==> src/rtl/gb_pkg.sv <==
package gb_pkg;

  // Configuration register indexes
  localparam logic REG_FRAME_WIDTH  = 1'b0;
  localparam logic REG_FRAME_HEIGHT = 1'b1;

  localparam int CFG_DATA_W     = 13;
  localparam int FRAME_WIDTH_W  = 12;
  localparam int FRAME_HEIGHT_W = 13;
  localparam int ROW_W          = 12;
  localparam int HEIGHT_LIMIT   = 4096;
  localparam int MIN_DIM        = 3;

  // Channel sums: 16 * 255 fits in 12 bits
  localparam int SUM_W        = 12;
  localparam int KERNEL_SHIFT = 4;

  // Kernel weights, [row][col], row 0 oldest
  localparam logic [2:0] KERN [0:2][0:2] = '{
    '{3'd1, 3'd2, 3'd1},
    '{3'd2, 3'd4, 3'd2},
    '{3'd1, 3'd2, 3'd1}
  };

  typedef struct packed {
    logic [7:0] red;
    logic [7:0] green;
    logic [7:0] blue;
  } pixel_t;

  typedef struct packed {
    logic [7:0] red_out;
    logic [7:0] green_out;
    logic [7:0] blue_out;
    logic       frame_last;
  } result_t;

  // 3x3 neighborhood, [row][col], col 2 newest
  typedef pixel_t [2:0][2:0] window_t;

endpackage

==> src/rtl/gb_filter.sv <==
module gb_filter (
  input  logic              clk,
  input  logic              rst,
  input  logic              en,
  input  logic              win_valid,
  input  logic              win_last,
  input  gb_pkg::window_t   win,
  output logic              out_valid,
  output gb_pkg::result_t   out_data
);
  import gb_pkg::*;

  logic [SUM_W-1:0] sum_r;
  logic [SUM_W-1:0] sum_g;
  logic [SUM_W-1:0] sum_b;
  result_t          res_next;

  // Weighted 9-term sum per channel, then truncate by the kernel scale
  always_comb begin
    sum_r = '0;
    sum_g = '0;
    sum_b = '0;
    for (int r = 0; r < 3; r++) begin
      for (int c = 0; c < 3; c++) begin
        sum_r = sum_r + SUM_W'(win[r][c].red)   * SUM_W'(KERN[r][c]);
        sum_g = sum_g + SUM_W'(win[r][c].green) * SUM_W'(KERN[r][c]);
        sum_b = sum_b + SUM_W'(win[r][c].blue)  * SUM_W'(KERN[r][c]);
      end
    end
    res_next.red_out    = sum_r[KERNEL_SHIFT +: 8];
    res_next.green_out  = sum_g[KERNEL_SHIFT +: 8];
    res_next.blue_out   = sum_b[KERNEL_SHIFT +: 8];
    res_next.frame_last = win_last;
  end

  // Output register
  always_ff @(posedge clk) begin
    if (rst) begin
      out_valid <= 1'b0;
    end else if (en) begin
      out_valid <= win_valid;
    end
  end

  always_ff @(posedge clk) begin
    if (en && win_valid) begin
      out_data <= res_next;
    end
  end

endmodule

==> config.mk <==
export PLATFORM = sky130hd
export DESIGN_NAME = gb_filter
export DESIGN_NICKNAME = d
export VERILOG_FILES = /design/src/rtl/gb_pkg.sv /design/src/rtl/gb_filter.sv
export SDC_FILE = /design/constraint.sdc
export NUM_CORES = 1
export LEC_CHECK = 0
export ABC_AREA = 1
export BUFFER_PORTS_ARGS = -buffer_cell sky130_fd_sc_hd__buf_2
export CAP_MARGIN = 20
export CORE_UTILIZATION = 55
export DETAILED_ROUTE_END_ITERATION = 10
export PLACE_DENSITY = 0.89
export SYNTH_ARGS = -nofsm -noshare
export SYNTH_HDL_FRONTEND = slang
export SYNTH_SLANG_ARGS = --single-unit
==> constraint.sdc <==
create_clock -name clk -period 7.1 [get_ports clk]
set_input_delay 1.42 -clock clk [delete_from_list [all_inputs] [get_ports clk]]
set_output_delay 1.42 -clock clk [all_outputs]
set_load 0.05 [all_outputs]
==> results.md <==
- The core footprint is approximately 11000 um2.
- Yosys instantiated no cell more often than inv_1.
- The clock buffer count from CTS is 3.
- In this run, synthesis produced a sequential element count of 26.
- Setup repair after global routing left no endpoint under its margin.
- The sink count of the clock tree is 26.
- Across the routed clock network, the largest skew measured is 0 ns.
- In this run, the number of DRC markers left after iteration 0 of detailed routing was approximately 150.
- The startpoint-to-endpoint class of the critical path is in -> reg.
- In this run the biggest area consumer among cell types represents between 50% and 60% of the synthesized area.
- After clock tree synthesis, the clock-pin slew on the worst setup and hold paths is ~0.10 ns.
- The library cell occupying the most area in the post-synthesis netlist is fa_1.
- At the later pin of the worst-skew pair, clock insertion delay measures between 0.2 and 0.3 ns.
- The post-CTS setup repair buffer count is 0.
- The max-capacitance violation count is 0.
- The area of the multi-input gates is 4330 um2.
- The number of different library cells in the post-synthesis netlist is 20.
- The post-route netlist has between 20% and 30% of its cells at a drive strength greater than 1.
- The leakage power of the design is around 4.6 nW.
- The number of port buffers is between 200 and 250.
- In the synthesized netlist the dominant register cell turns out to be edfxtp_1.
- For this design, the slowest cell found on the critical path is fa_1.
- The count of antenna diodes in the layout is 0.
- Summing over every cut layer, the via total after detailed routing is between 4000 and 5000.
- The transition time at the pin with the least slew margin is a little over 0.5 ns.
- Using the TritonRoute via totals, the vias-per-cell ratio works out to approximately 4.5.
- The worst hold-check path type is reg -> reg.
- The cell area that synthesis handed to floorplanning was around 6200 um2.
- The first global-routing pass estimated slightly above 20 mm of wire.
- Routability-driven placement finished with a final weighted congestion of 0.781.
- The final design utilization is just over 70%.
- The required time reported for the critical path endpoint is 7.15 ns.
- The met1 layer usage reported by global route is between 20% and 30%.
- The fraction of registers with async set/reset is 0%.
- The met3 track demand over resource in global routing is 2.53%.
- The delay of the slowest cell on the worst path is roughly 0.55 ns.
- A synthesized cell averages ~9.4 um2.
- The layer flagged by global routing as most heavily used is met2.
- The remaining global-route overflow is 0.
- The root buffer cell chosen for the clock tree is clkbuf_8.
- The max-slew violation total from the final report came to 0.
- The gate count after technology mapping is around 660.
- Walking the worst path, the cells encountered are buf_2 > inv_1 > fa_1 > inv_1 > fa_1 > fa_1 > fa_1 > inv_1 > nor2_2 > nand2_1 > fa_1 > nand3b_1 > nand2_1 > nand3_1 > nand3_1 > nand2_1.
- Sequential elements use about 12% of the synthesized area.
- The number of cells in the design after placement is 1048.
- ~250 I/O pins were placed.
- After clock tree synthesis, the repair step resized 0 gates.
- Once detail routing completed, the nets flagged for antenna violations numbered 0.
- The via count of the first global-routing pass is approximately 5000.
- The headroom to the max-slew limit is 66.4%.
- The post-synth net total is between 1000 and 1500.
- The flow ran to the end, and the final reports show no timing, DRC or antenna violations.
- The CTS tree is yes.
- The floorplan step set the die width to around 110 um.
- For this run, the total global-route usage over all layers was measured as between 20% and 30%.
- The number of failing hold endpoints at the final stage came to 0.
- The first detailed-routing pass took 4 iterations.
- Registers take approximately 770 um2.
- Setup violations remaining at the end of the flow were counted as 0.
- Ranked by instance count, the synthesized netlist is headed by inv_1 (289), fa_1 (156), nand2_1 (84), ha_1 (39), edfxtp_1 (25).
- The most common cell type on the critical path is fa_1.
- IR analysis of the VDD net gives a maximum drop of about 0.33 mV.
- The floorplan die height is roughly 110 um.
- The finished layout holds 1053 standard cells, fillers aside.
- The overall die area is about 12000 um2.
- The Yosys step of the flow raised 0 warnings.
- The growth of design area from synthesis to finish is 24.3%.
- The arrival time of data at the critical path endpoint is about 5.0 ns.
- The maximum clock frequency is about 0.20 GHz.
- Entering global routing, the biggest net connects 26 pins.
- The initial utilization of the core area, before any placement, comes to 56.9%.
- The type of destination of the critical path is a flip-flop.
- The final period utilization is a little under 70%.
- Dividing the detail-routed wire length by the instance count gives approximately 11 um.
- The maximum fanout count along the critical path is 3.
- In this run the number of H-tree levels came out at 1.
- Broken down by cell family, the worst path's largest delay share belongs to adder cells.
- Detailed placement finished with a half-perimeter wire length of between 10 and 15 mm.
- For met2 alone, demand over resource in global routing was roughly two fifths.
- Wires add up to approximately 12 mm.
- The kind of launch point of the worst setup path is an input pin.
- The number of fillers in the final layout is 830.
- The setup TNS is 0 ns.
- No sink is reached through more buffers than the 2 on the longest clock path.
- The row count is 38.
- The number of antenna violations at the first check in global routing is 0.
- Yosys attributes the largest share of cell area to fa_1 (50%), inv_1 (18%), edfxtp_1 (12%).
- Buffers inserted to repair hold after CTS numbered 0.
- The minimum clock period is approximately 4.9 ns.
- After detailed routing, the number of remaining DRC violations is 0.
- For this design the ratio of total power to cell area is about 420 nW/um2.
- The final layout contains 1330 nets.
- Counting flops with a built-in enable in the synthesized netlist gives 25.
- Counting both buffers and inverters, the worst setup path holds a total of 4.
[metal layers]
layer	vias to the layer above	share of wire (%)
met5	-	0
met2	146	56
met4	0	2.3
li1	2307	-
met3	26	4.8
met1	2270	37
[worst register-to-register path, cell delays in order, from the launching register on]
cell and delay, ns:
dfxtp_1 0.34, nand2_1 0.05, a21oi_1 0.11
[cell usage in the layout (no fill, tap or decap)]
cell,n
a21o_1,3
a21oi_1,11
a21oi_2,2
buf_16,1
buf_2,246
bufinv_16,1
clkbuf_8,3
dfxtp_1,1
edfxtp_1,25
fa_1,156
ha_1,39
inv_1,289
inv_2,2
nand2_1,84
nand2_2,3
nand3_1,14
nand3_2,3
nand3b_1,2
nor2_1,12
nor2_2,3
o21a_1,3
o21ai_2,1
xnor2_1,3
xor2_1,6
[through the flow]
| stage | total power (W) | setup WS (ns) | hold slack, ns | instance area [um2] |
|---|---|---|---|---|
| final | 0.00325 | 2.20 | 0.457 | 7700 |
| after global routing | 0.00366 | 2.04 | 0.487 | 7700 |
| after CTS | 0.00327 | 2.21 | 0.463 | 7670 |
| after floorplan | 0.00252 | 2.26 | 0.674 | 6190 |
| after detailed placement | 0.00312 | 1.91 | 0.447 | 7600 |
| after global placement | 0.00300 | 2.04 | 0.441 | 7600 |
[area by class of cell]
| class | instances | share of cell area, % |
|---|---|---|
| clock buffer | 3 | 0.536 |
| tap | 140 | 2.28 |
| sequential | 26 | 10.0 |
| timing repair buffer | 247 | 16.4 |
| inverter | 291 | 14.2 |
| multi-input combinational | 345 | 56.2 |
| clock inverter | 1 | 0.390 |
[path summary, 6_finish.rpt]
check,startpoint,end,slack [ns],depth (start not counted)
min,out_valid$_SDFFE_PP0P_,out_valid$_SDFFE_PP0P_,0.46,2
max reg2reg,out_valid$_SDFFE_PP0P_,out_valid$_SDFFE_PP0P_,6.55,2
max,win[11],out_data[14]$_DFFE_PP_,2.20,16
min reg2reg,out_valid$_SDFFE_PP0P_,out_valid$_SDFFE_PP0P_,0.46,2
[logic make-up after synthesis]
kind of cell / after synthesis / share of synthesized area, %
buffers and inverters: 291 / 17.6
adder cells (fa/ha/maj): 195 / 58.3
AND/OR/NAND/NOR: 121 / 8.28
flip-flops: 26 / 12.4
AO/OA/AOI/OAI: 20 / 2.04
XOR/XNOR: 9 / 1.27
[registers in the layout (all words and copies together) (netlist names)]
register and count:
out_data 25, out_valid 1
[where the power goes]
group	total (W)	switching (W)	leakage (nW)	internal [W]
clock	0.000129	0.0000538	0.0357	0.0000756
combinational	0.00272	0.00169	4.35	0.00103
sequential	0.000393	0.0000161	0.240	0.000376
(Power assumes the default switching activity.)
